$ cat src/rtl/assert_macros.svh
// assertion helpers shared by the rtl
`ifndef ASSERT_MACROS_SVH
`define ASSERT_MACROS_SVH

// same-cycle implication, disabled while in reset
`define ASSERT_IMPL(label, clk, rst_n, ante, cons) \
    label: assert property (@(posedge clk) disable iff (!(rst_n)) (ante) |-> (cons)) \
        else $error("assertion failed");

// next-cycle implication, disabled while in reset
`define ASSERT_NEXT(label, clk, rst_n, ante, cons) \
    label: assert property (@(posedge clk) disable iff (!(rst_n)) (ante) |=> (cons)) \
        else $error("assertion failed");

`endif

$ cat src/rtl/shrn_pkg.sv
package shrn_pkg;

    localparam int ROUNDS = 16;
    localparam int ROUND_CNT = (ROUNDS > 16) ? 16 : ROUNDS;

    localparam int CFG_IDX_W = 2;
    localparam logic [CFG_IDX_W-1:0] REG_TARGET     = 2'd0;
    localparam logic [CFG_IDX_W-1:0] REG_NONCE_BASE = 2'd1;

    localparam logic [31:0] TARGET_RESET     = 32'd15;
    localparam logic [31:0] NONCE_BASE_RESET = 32'd0;

    localparam logic [31:0] ROUND_K [16] = '{
        32'h428a2f98, 32'h71374491, 32'hb5c0fbcf, 32'he9b5dba5,
        32'h3956c25b, 32'h59f111f1, 32'h923f82a4, 32'hab1c5ed5,
        32'hd807aa98, 32'h12835b01, 32'h243185be, 32'h550c7dc3,
        32'h72be5d74, 32'h80deb1fe, 32'h9bdc06a7, 32'hc19bf174
    };

    localparam logic [31:0] INIT_H [8] = '{
        32'h6a09e667, 32'hbb67ae85, 32'h3c6ef372, 32'ha54ff53a,
        32'h510e527f, 32'h9b05688c, 32'h1f83d9ab, 32'h5be0cd19
    };

    typedef struct packed {
        logic [31:0] nonce;
        logic [31:0] a;
        logic [31:0] b;
        logic [31:0] c;
        logic [31:0] d;
        logic [31:0] e;
        logic [31:0] f;
        logic [31:0] g;
        logic [31:0] h;
    } work_t;

    function automatic logic [31:0] rotr(input logic [31:0] x, input int n);
        rotr = (x >> n) | (x << (32 - n));
    endfunction

    function automatic work_t sha_round(input work_t s, input logic [31:0] k,
                                        input logic [31:0] w);
        logic [31:0] s1;
        logic [31:0] ch;
        logic [31:0] t1;
        logic [31:0] s0;
        logic [31:0] mj;
        logic [31:0] t2;
        work_t r;
        s1 = rotr(s.e, 6) ^ rotr(s.e, 11) ^ rotr(s.e, 25);
        ch = (s.e & s.f) ^ (~s.e & s.g);
        t1 = s.h + s1 + ch + k + w;
        s0 = rotr(s.a, 2) ^ rotr(s.a, 13) ^ rotr(s.a, 22);
        mj = (s.a & s.b) ^ (s.a & s.c) ^ (s.b & s.c);
        t2 = s0 + mj;
        r.nonce = s.nonce;
        r.h = s.g;
        r.g = s.f;
        r.f = s.e;
        r.e = s.d + t1;
        r.d = s.c;
        r.c = s.b;
        r.b = s.a;
        r.a = t1 + t2;
        sha_round = r;
    endfunction

endpackage

$ cat src/rtl/shrn_nonce_stage.sv
`include "assert_macros.svh"

module shrn_nonce_stage
    import shrn_pkg::*;
(
    input  logic        aclk,
    input  logic        aresetn,
    input  logic        in_valid,
    output logic        in_ready,
    input  logic [31:0] work_index,
    input  logic [31:0] nonce_base,
    output logic        out_valid,
    input  logic        out_ready,
    output work_t       out_data
);

    logic        valid_reg;
    logic [31:0] nonce_reg;
    logic [31:0] nonce_next;

    assign in_ready   = !valid_reg || out_ready;
    assign nonce_next = work_index + nonce_base;

    always_ff @(posedge aclk) begin
        if (!aresetn) begin
            valid_reg <= 1'b0;
        end else if (in_ready) begin
            valid_reg <= in_valid;
        end
    end

    always_ff @(posedge aclk) begin
        if (in_valid && in_ready) begin
            nonce_reg <= nonce_next;
        end
    end

    // working variables start from the initial hash values
    always_comb begin
        out_data.nonce = nonce_reg;
        out_data.a = INIT_H[0];
        out_data.b = INIT_H[1];
        out_data.c = INIT_H[2];
        out_data.d = INIT_H[3];
        out_data.e = INIT_H[4];
        out_data.f = INIT_H[5];
        out_data.g = INIT_H[6];
        out_data.h = INIT_H[7];
    end

    assign out_valid = valid_reg;

    `ASSERT_NEXT(a_nonce_sum, aclk, aresetn, in_valid && in_ready,
                 nonce_reg == $past(work_index) + $past(nonce_base))

endmodule

$ cat config.mk
export PLATFORM = sky130hd
export DESIGN_NAME = shrn_nonce_stage
export DESIGN_NICKNAME = d
export VERILOG_FILES = /design/src/rtl/shrn_pkg.sv /design/src/rtl/shrn_nonce_stage.sv
export VERILOG_INCLUDE_DIRS = /design/src /design/src/rtl
export SDC_FILE = /design/constraint.sdc
export NUM_CORES = 1
export LEC_CHECK = 0
export BUFFER_PORTS_ARGS = -buffer_cell sky130_fd_sc_hd__buf_2
export CAP_MARGIN = 10
export CORE_AREA = 2 2 139 141
export DETAILED_ROUTE_END_ITERATION = 10
export DIE_AREA = 0 0 141 143
export PLACE_DENSITY = 0.53
export RECOVER_POWER = 100
export SLEW_MARGIN = 0
export SYNTH_ARGS = -nofsm -noshare
export SYNTH_HDL_FRONTEND = slang
export SYNTH_SLANG_ARGS = --single-unit
$ cat constraint.sdc
create_clock -name aclk -period 2.65 [get_ports aclk]
set_clock_uncertainty 0.05 [all_clocks]
set_input_delay 0 -clock aclk [delete_from_list [all_inputs] [get_ports aclk]]
set_output_delay 0 -clock aclk [all_outputs]
set_load 0.05 [all_outputs]
Yosys cells after proc, flatten, opt, wreduce, memory -nomap -nowiden
Index checks and enable logic that the tools add are counted.

storage, ports and cells
  register bits after elaboration = 33
  input bits = 68
  output and inout bits = 290
  logic and storage cells = 6

cells by class
  add/subtract/negate cells = 1
  reductions and logical operators = 3

operators by type and width
  kind               number
  adder 32 bit       1
  logical AND 1 bit  1
  zero test 1 bit    1
  logical OR 1 bit   1

Depth between registers and ports, before layout
Gate-level depths: netlist of run 1.

  depth in word-level cells = 3
  gate-level depth with buffers = 9

Worst setup path after synthesis of run 1
Ideal clock, no wire load.

  path type = register to register
  start point = register valid_reg, in the netlist out_valid
  end point = register nonce_reg[0], enable pin
  data arrival time = 1.839 ns
  required time = 2.208 ns
  slack = 0.369 ns
  stages on the path, launching flop included = 3
  buffers on the path = 0
  period minus slack after synthesis = 2.281 ns
  cell sequence = dfxtp_1 -> nand2b_1 -> and2_1

on the way
  word-level cells in the longest chain between the ends = 3

RTL lines
  what                    line                    text
  start, declared         shrn_nonce_stage.sv:17  logic valid_reg;
  start signal, assigned  shrn_nonce_stage.sv:28  valid_reg <= in_valid;
  zero test 1 bit         shrn_nonce_stage.sv:21  assign in_ready = !valid_reg || out_ready;
  logical OR 1 bit        shrn_nonce_stage.sv:21
  net in_ready            shrn_nonce_stage.sv:9   output logic in_ready,
  logical AND 1 bit       shrn_nonce_stage.sv:33  if (in_valid && in_ready) begin
  end signal, assigned    shrn_nonce_stage.sv:34  nonce_reg <= nonce_next;
  end, declared           shrn_nonce_stage.sv:18  logic [31:0] nonce_reg;

The timed path passes the listed nets, and every way through them passes these cells.
A chain may end at the register's enable or synchronous reset.

Final worst setup path of run 1
  start point = input work_index[21]
  end point = register nonce_reg[30], data pin

on the way
  word-level cells in the longest chain between the ends = 1

RTL lines
  what                line                    text
  start, declared     shrn_nonce_stage.sv:10  input logic [31:0] work_index,
  adder 32 bit        shrn_nonce_stage.sv:22  assign nonce_next = work_index + nonce_base;
  net nonce_next[30]  shrn_nonce_stage.sv:19  logic [31:0] nonce_next;

The timed path passes the listed nets, and every way through them passes these cells.

==> flow_summary.yaml, run 1 <==
run_status:
  status: "complete, no violations"
placement:
  pre_cts_slack_ps: 190
  place_hpwl_um: 7480
  placed_cell_area_sq_mm: 0.00450
  port_buffers: 101
  gp_congestion: 0.794
  dp.cells: 864
critical_path:
  reg2regPathDepth: 3
  crit_path_end_kind: "register"
  cp.arrival_ps: 2240
  r2r-end: "nonce_reg[31]$_DFFE_PP_"
  worstPathRequired_ps: 2580
  crit_path_max_fanout: 7
  rr_startpoint: "out_valid$_SDFFE_PN0N_"
  reg2reg_slack_ps: 1050
  setup.worst_path.start_class: "input pin"
  critPathKind: "input pin to register"
pwr:
  cellLeakagePower_nw: 2.39
  combPwrFrac_pct: 54.0
  power.share.sequential_pct: 23.3
  ir_drop_uv: 282
  p_total_mw: 2.96
  p_switching_mw: 1.56
  p_per_area_mw_per_mm2: 638
  p_sw_share_pct: 52.7
  internal_power_mw: 1.40
  pwr-share-clk_pct: 22.7
logic_synthesis:
  synth_top_cells_by_count: "buf_4 (256), edfxtp_1 (32), ha_1 (31), a21oi_1 (28), nand2_1 (21)"
  synthTopCellsByArea: "buf_4 (41%), edfxtp_1 (21%), ha_1 (8.3%)"
  netlist.area_leader.share_pct: 41.2
  synth_cell_types: 53
  synth-edff-count: 32
  seq_area_frac_synth_pct: 21.1
  async_flop_share_pct: 0
  syn_area_per_cell_sq_um: 8.73
  synth-seq-cells: 33
  synth_top_cell_by_area: "buf_4"
  synth.most_common_cell: "buf_4"
  synth_cells: 534
  synthFlopType: "edfxtp_1"
  ys_warn_count: 0
  netlist_area_sq_mm: 0.00466
die:
  start_util_pct: 25.1
  die_w_um: 141
  die-area_sq_mm: 0.0202
  ios: 358
  std_cell_rows: 50
  core_area_sq_mm: 0.0186
  die_h_um: 143
cts:
  cts_tree: "done"
  path_clk_slew_ps: 50
  clockRootBuffer: "clkbuf_16"
  htreeDepth: 2
  post-cts-setup-buffers: 0
  cts.sinks: 33
  cts_buffer_depth: 2
  clock_latency_ps: 270
  cts_buffers: 5
timing:
  final_hold_viol_count: 0
  fin_ws_ps: 342
  fin_tns_setup_ps: 0
  grt_setup_unrepaired: "no"
  finalSetupViolCount: 0
  worst_pin_slew_ps: 831
  period_minus_slack_ps: 2310
  period_share_pct: 87.1
  relSlewSlack_pct: 44.6
  max_freq_mhz: 433
  slew_viol_final: 0
drt:
  ant_nets: 0
  drt_pass1_iterations: 4
  vias_per_cell: 3.55
  drt_wl_total_um: 8630
  drt_iter0_markers: 113
  vias: 3108
  drc: 0
  wl_per_cell_um: 9.86
global_routing:
  grt_antenna_before_repair: 0
  grt_overflow: 0
  grt_pass1_vias: 2471
  track_usage_pct: 7.13
  grt_max_degree: 33
  grt_pass1_wl_um: 11800
run:
  drv_cap: 0
final_layout:
  largest_reg_flops: 32
  area_growth_pct: -0.403
  drive_gt1_share_pct: 13.6
  design_area_sq_mm: 0.00464
  nets: 740
  final_cell_count_no_fill: 875
  antennaDiodeCount: 0
hold_path:
  hold_depth: 2
  hold_path_end: "nonce_reg[1]$_DFFE_PP_"
  hp-start: "nonce_base[1]"
  hp-class: "input pin to register"
## power groups by stage
stage	combinational (mW)	sequential (mW)	clock, mW
2_1_floorplan	1.46	0.932	0
6_report	1.60	0.689	0.672
5_1_grt	1.69	0.696	0.710
3_5_place_dp	1.61	0.698	0
4_1_cts	1.62	0.687	0.689
3_3_place_gp	1.61	0.696	0
## per-layer routing
layer  vias to the layer above  track usage [%]  part of all wire [%]
met4                         0             2.74                   1.7
li1                       1521                -                     -
met3                         9             1.07                   8.1
met1                      1407             8.45                    39
met5                         -                0                     0
met2                       171             13.0                    52
## worst max-delay path, stage by stage
cell and delay, ps:
buf_2 100, ha_1 390, a21o_1 220, a211o_1 290, o311ai_0 480, o221ai_1 270
mux2i_1 160, a21oi_1 130, o311ai_0 180
## through the flow
step           hold WS [ps]  utilization [%]
6_report               41.0             25.0
5_1_grt                42.3             25.0
4_1_cts                42.4             25.3
3_5_place_dp            219             24.2
3_3_place_gp            214             24.2
2_1_floorplan          88.8                -
## how the worst max path moves through the flow
stage / from / to
3_5_place_dp: work_index[0] / nonce_reg[26]$_DFFE_PP_
3_3_place_gp: work_index[21] / nonce_reg[26]$_DFFE_PP_
5_1_grt: work_index[21] / nonce_reg[30]$_DFFE_PP_
4_1_cts: work_index[0] / nonce_reg[26]$_DFFE_PP_
2_1_floorplan: out_valid$_SDFFE_PN0N_ / nonce_reg[0]$_DFFE_PP_
6_report: work_index[21] / nonce_reg[30]$_DFFE_PP_
## final cells by class
cell class,count,area [sq um]
clock buffers,7,143
well taps,234,293
multi-input cells,481,2640
clock inverters,1,30.0
inverters,10,37.5
flip-flops and latches,33,981
fillers,2059,13900
repair buffers,109,519
## cell usage in the layout (no fill, tap or decap), drive strengths merged, types with 4 or more instances in the layout
cell type  Yosys  layout
o21ai         17      17
nor2           9       9
buf          257      68
a21o          18      18
inv           10      10
nand4          7       7
nand2b         4       4
xor2          16      16
xnor2         12      12
or2            4       4
a21oi         28      28
edfxtp        32      32
nand2         21      21
ha            31      31
a31oi          5       5
conb           2     256
o21bai         5       5
nand3          8       8
clkbuf         7      45
## cells by family after synthesis
logic type                 count (synthesis)  share of synthesized area, %
AOI/OAI and AO/OA                         97                          14.5
adders and majority gates                 32                          8.75
xor gates and xnor gates                  28                          5.26
DFF                                       33                          21.1
and+or+nand+nor                           66                          7.12
buffers and inverters                    274                          42.7
muxes                                      2                         0.430
other                                      2                         0.161
## repair_timing
action	4_1_cts	5_1_grt
hold buffers	3	0
setup endpoints to repair	0	0
resized for setup	0	0
hold endpoints to repair	2	0
Note: power is estimated with default switching activity, not from simulation.
==> run 2: changes to the inputs <==
--- a/config.mk
+++ b/config.mk
@@ -13,6 +13,7 @@
 export DIE_AREA = 0 0 141 143
 export PLACE_DENSITY = 0.53
 export RECOVER_POWER = 100
+export REMOVE_ABC_BUFFERS = 1
 export SLEW_MARGIN = 0
 export SYNTH_ARGS = -nofsm -noshare
 export SYNTH_HDL_FRONTEND = slang
==> flow_summary.yaml, run 2 (same netlist as run 1, synthesis figures left out) <==
run_status:
  status: "complete, no violations"
critical_path:
  worst-path-stages: 9
  crit_buf_inv: 1
  crit_path_end_kind: "register"
  crit_path_cell_trace: "buf_2, ha_1, o211ai_1, o21ai_2, o21ai_0, a22oi_4, a31oi_4, o311a_1, or3_1"
  cp.arrival_ps: 2200
  setup.worst_path.start_class: "input pin"
  critPathMaxStageDelay_ps: 390
  critPathKind: "input pin to register"
  reg2regPathDepth: 3
  path_delay_family: "compound AO/OA/AOI/OAI gates"
  cp_slowest_cell: "ha_1"
  worstPathRequired_ps: 2620
  crit_path_max_fanout: 6
die:
  start_util_pct: 25.1
  die-area_sq_mm: 0.0202
  std_cell_rows: 50
  die_h_um: 143
  core_area_sq_mm: 0.0186
  ios: 358
  die_w_um: 141
timing:
  period_minus_slack_ps: 2230
  final_hold_viol_count: 0
  max_freq_mhz: 449
  finalSetupViolCount: 0
  period_share_pct: 84.0
  slew_viol_final: 0
  hold_ws_ps: 53.5
  grt_setup_unrepaired: "no"
  worst_pin_slew_ps: 910
  relSlewSlack_pct: 39.3
  fin_tns_setup_ps: 0
drt:
  drt_pass1_iterations: 5
  drt_wl_total_um: 9770
  ant_nets: 0
  drt_iter0_markers: 65
  drc: 0
  vias: 3119
  vias_per_cell: 3.56
  wl_per_cell_um: 11.2
final_layout:
  nets: 739
  area_growth_pct: -1.21
  drive_gt1_share_pct: 13.1
  layout_common_cells: "conb_1 (256), buf_2 (65), clkbuf_1 (38)"
  largest_reg_flops: 32
  fin_util_pct: 24.8
  mostFrequentLayoutCell: "conb_1"
pwr:
  p_total_mw: 2.84
  cellLeakagePower_nw: 2.37
  p_per_area_mw_per_mm2: 617
  ir_drop_uv: 351
cts:
  cts_resized: 0
  path_clk_slew_ps: 50
  htreeDepth: 2
  cts_tree: "done"
  clock_latency_ps: 270
  clockRootBuffer: "clkbuf_16"
  cts.sinks: 33
  cts_buffers: 5
  cts_buffer_depth: 2
global_routing:
  grt_overflow: 0
  grt_max_degree: 33
  grt_pass1_wl_um: 13400
  grt_pass1_vias: 2606
  grt_antenna_before_repair: 5
  track_usage_pct: 8.40
placement:
  port_buffers: 101
  place_hpwl_um: 8510
  gp_congestion: 0.787
hold_path:
  hp-class: "input pin to register"
  hold_depth: 2
run:
  drv_cap: 0
[run 2: cell count changes in the layout (fill, tap and decap cells not counted), sizes merged]
cell,delta
clkinv,+1
buf,-1
clkbuf,-1
bufinv,-1
diode,+3
[run 2: where the power goes]
group	switching (mW)	total [mW]	internal (mW)
registers	0.0172	0.689	0.672
logic	1.35	1.61	0.258
clock network	0.206	0.545	0.339
[run 2: repair_timing]
action,4_1_cts,5_1_grt
setup endpoints to repair,0,0
endpoints found under the hold margin,2,0
hold buffers,3,0
setup buffers,0,0
[run 2: metrics by stage]
| step | instances | cell area [sq um] | worst slack [ps] |
|---|---|---|---|
| after floorplan | 524 | 3660 | 369 |
| after global placement | 863 | 4490 | 200 |
| after detailed placement | 863 | 4490 | 157 |
| after CTS | 873 | 4650 | 451 |
| after global routing | 875 | 4600 | 231 |
| final | 876 | 4600 | 424 |
[run 2: cell type report]
cell class | instances | area, sq um
Fill cell | 2090 | 14000
Antenna cell | 3 | 7.51
Sequential cell | 33 | 981
Tap cell | 234 | 293
Inverter | 10 | 37.5
Timing Repair Buffer | 108 | 514
Multi-Input combinational cell | 481 | 2640
Clock buffer | 6 | 129
Clock inverter | 1 | 3.75
[run 2: worst register-to-register path: cells and delay by family (launching register included)]
| family | cells | cell delay, ps |
|---|---|---|
| flops | 1 | 310 |
| simple gates | 2 | 230 |
| buf+inv | 1 | 690 |
[run 2: metal layers]
| metal | GRT usage (%) | up-vias | wire (um) |
|---|---|---|---|
| met5 | 0 | - | 26 |
| met1 | 9.22 | 1425 | 3530 |
| li1 | - | 1519 | - |
| met4 | 3.53 | 4 | 143 |
| met3 | 1.71 | 13 | 772 |
| met2 | 15.7 | 158 | 5290 |
[run 2: worst paths after layout]
| path | startpoint | endpoint | slack (ps) |
|---|---|---|---|
| worst max-delay path | work_index[4] | nonce_reg[31]$_DFFE_PP_ | 420 |
| worst min-delay path | nonce_base[1] | nonce_reg[1]$_DFFE_PP_ | 50 |
| worst max register to register | out_valid$_SDFFE_PN0N_ | nonce_reg[24]$_DFFE_PP_ | 970 |
| worst min register to register | out_valid$_SDFFE_PN0N_ | out_valid$_SDFFE_PN0N_ | 1040 |
==> run 3: changes to the inputs <==
==> constraint.sdc (replaced) <==
create_clock -name aclk -period 2.12 [get_ports aclk]
set_clock_uncertainty 0.05 [all_clocks]
set_input_delay 0 -clock aclk [delete_from_list [all_inputs] [get_ports aclk]]
set_output_delay 0 -clock aclk [all_outputs]
set_load 0.05 [all_outputs]
==> flow_summary.yaml, run 3 (same netlist as run 1, synthesis figures left out) <==
run_status:
  status: "complete, no violations"
cts:
  cts_tree: "done"
  cts_buffers: 5
  htreeDepth: 2
  path_clk_slew_ps: 60
  clock_latency_ps: 270
  cts.sinks: 33
  cts_buffer_depth: 2
  post-cts-setup-buffers: 0
  clockRootBuffer: "clkbuf_16"
timing:
  finalSetupViolCount: 0
  slew_viol_final: 0
  fin_ws_ps: 112
  period_minus_slack_ps: 2010
  grt_setup_unrepaired: "no"
  final_hold_viol_count: 0
  period_share_pct: 94.7
  fin_tns_setup_ps: 0
  hold_ws_ps: 43.5
  worst_pin_slew_ps: 866
  max_freq_mhz: 498
  relSlewSlack_pct: 42.3
critical_path:
  cp.arrival_ps: 1980
  reg2regPathDepth: 3
  setup.worst_path.start_class: "input pin"
  worstPathRequired_ps: 2090
  crit_path_end_kind: "register"
  rr_startpoint: "out_valid$_SDFFE_PN0N_"
  critPathKind: "input pin to register"
  crit_path_max_fanout: 5
  reg2reg_slack_ps: 480
  r2r-end: "nonce_reg[25]$_DFFE_PP_"
drt:
  vias: 3319
  drc: 0
  wl_per_cell_um: 10.9
  drt_wl_total_um: 10200
  routed-wl-met3_um: 633
  ant_nets: 0
  dr_wl_met2_um: 5500
  drt_pass1_iterations: 4
  drt_iter0_markers: 89
  vias_per_cell: 3.55
  top_layer_used: "met5"
  drt-met1-wl_um: 3860
global_routing:
  grt_pass1_vias: 2748
  grt_overflow: 0
  grt_antenna_before_repair: 4
  grt_max_degree: 33
  track_usage_pct: 8.84
  grt_pass1_wl_um: 14000
die:
  std_cell_rows: 50
  core_area_sq_mm: 0.0186
  die_w_um: 141
  die_h_um: 143
  die-area_sq_mm: 0.0202
  ios: 358
  start_util_pct: 25.1
final_layout:
  fin_util_pct: 27.4
  final_cell_count_no_fill: 934
  area_growth_pct: 9.24
  largest_reg_flops: 32
  nets: 797
  mostFrequentLayoutCell: "conb_1"
  layout_common_cells: "conb_1 (256), buf_2 (66), buf_4 (54)"
  fillCellCount: 2055
  drive_gt1_share_pct: 21.3
hold_path:
  hold_depth: 2
  hp-start: "nonce_base[1]"
  hold_path_end: "nonce_reg[1]$_DFFE_PP_"
  hp-class: "input pin to register"
placement:
  dp.cells: 921
  port_buffers: 101
  place_hpwl_um: 9000
  pre_cts_slack_ps: -254
  gp_congestion: 0.794
pwr:
  p_switching_mw: 2.00
  ir_drop_uv: 429
  p_sw_share_pct: 52.3
  p_per_area_mw_per_mm2: 753
  combPwrFrac_pct: 56.3
  power.share.sequential_pct: 22.5
  pwr-share-clk_pct: 21.2
  cellLeakagePower_nw: 2.67
  internal_power_mw: 1.83
run:
  drv_cap: 0
==> run 3: cell types whose count changed in the layout (fill, tap and decap cells not counted), sizes merged <==
| cell | delta |
|---|---|
| diode | -1 |
| buf | +53 |
| clkbuf | +5 |
| bufinv | +1 |
==> run 3: repair_timing <==
| item | in CTS | in global routing |
|---|---|---|
| hold buffers | 3 | 0 |
| endpoints found under the hold margin | 2 | 0 |
| gates resized for setup | 0 | 7 |
| endpoints found under the setup margin | 0 | 6 |
==> run 3: cell type report <==
cell class	count	area, sq um	area share [%]
Multi-Input combinational cell	481	2660	52.3
Sequential cell	33	981	19.3
Clock buffer	6	129	2.53
Clock inverter	2	33.8	0.664
Antenna cell	2	5.00	0.0983
Tap cell	234	293	5.75
Timing Repair Buffer	166	948	18.6
Inverter	10	37.5	0.737
==> run 3: stage by stage <==
| step | cell area, sq um | total power, mW |
|---|---|---|
| 2_1_floorplan | 3660 | 2.61 |
| 3_3_place_gp | 4920 | 3.04 |
| 3_5_place_dp | 4920 | 3.04 |
| 4_1_cts | 5120 | 3.87 |
| 5_1_grt | 5090 | 4.02 |
| 6_report | 5090 | 3.83 |
==> run 3: worst max-delay path by stage <==
stage                           startpoint                      end  slack (ps)  cells after the start
floorplan           out_valid$_SDFFE_PN0N_   nonce_reg[0]$_DFFE_PP_        -160                      2
global placement             work_index[0]  nonce_reg[26]$_DFFE_PP_        -200                     10
detailed placement           work_index[0]  nonce_reg[30]$_DFFE_PP_        -250                     10
CTS                          work_index[0]  nonce_reg[30]$_DFFE_PP_          50                     10
global route                work_index[18]  nonce_reg[28]$_DFFE_PP_           4                      9
finish                       work_index[9]  nonce_reg[31]$_DFFE_PP_         110                      9
==> run 3: worst max-delay path, cell delays in order <==
cell	delay, ps
buf_2	100
ha_1	370
nand3_1	150
a211oi_2	230
o21ai_2	110
a22oi_4	220
a31oi_4	130
o311a_1	340
or3_1	330
==> run 3: per-layer routing <==
metal	global-route usage, %	vias to the layer above
li1	-	1643
met1	10.4	1514
met2	16.5	146
met3	1.27	12
met4	2.89	4
met5	0	-
==> run 3: power by group through the flow <==
stage                     combinational (mW)  sequential (mW)  clock, mW
after global placement                  2.17            0.876          0
after global routing                    2.29            0.873      0.863
after CTS                               2.17            0.863      0.837
after detailed placement                2.16            0.876          0
after floorplan                         1.45             1.17          0
final                                   2.16            0.864      0.811
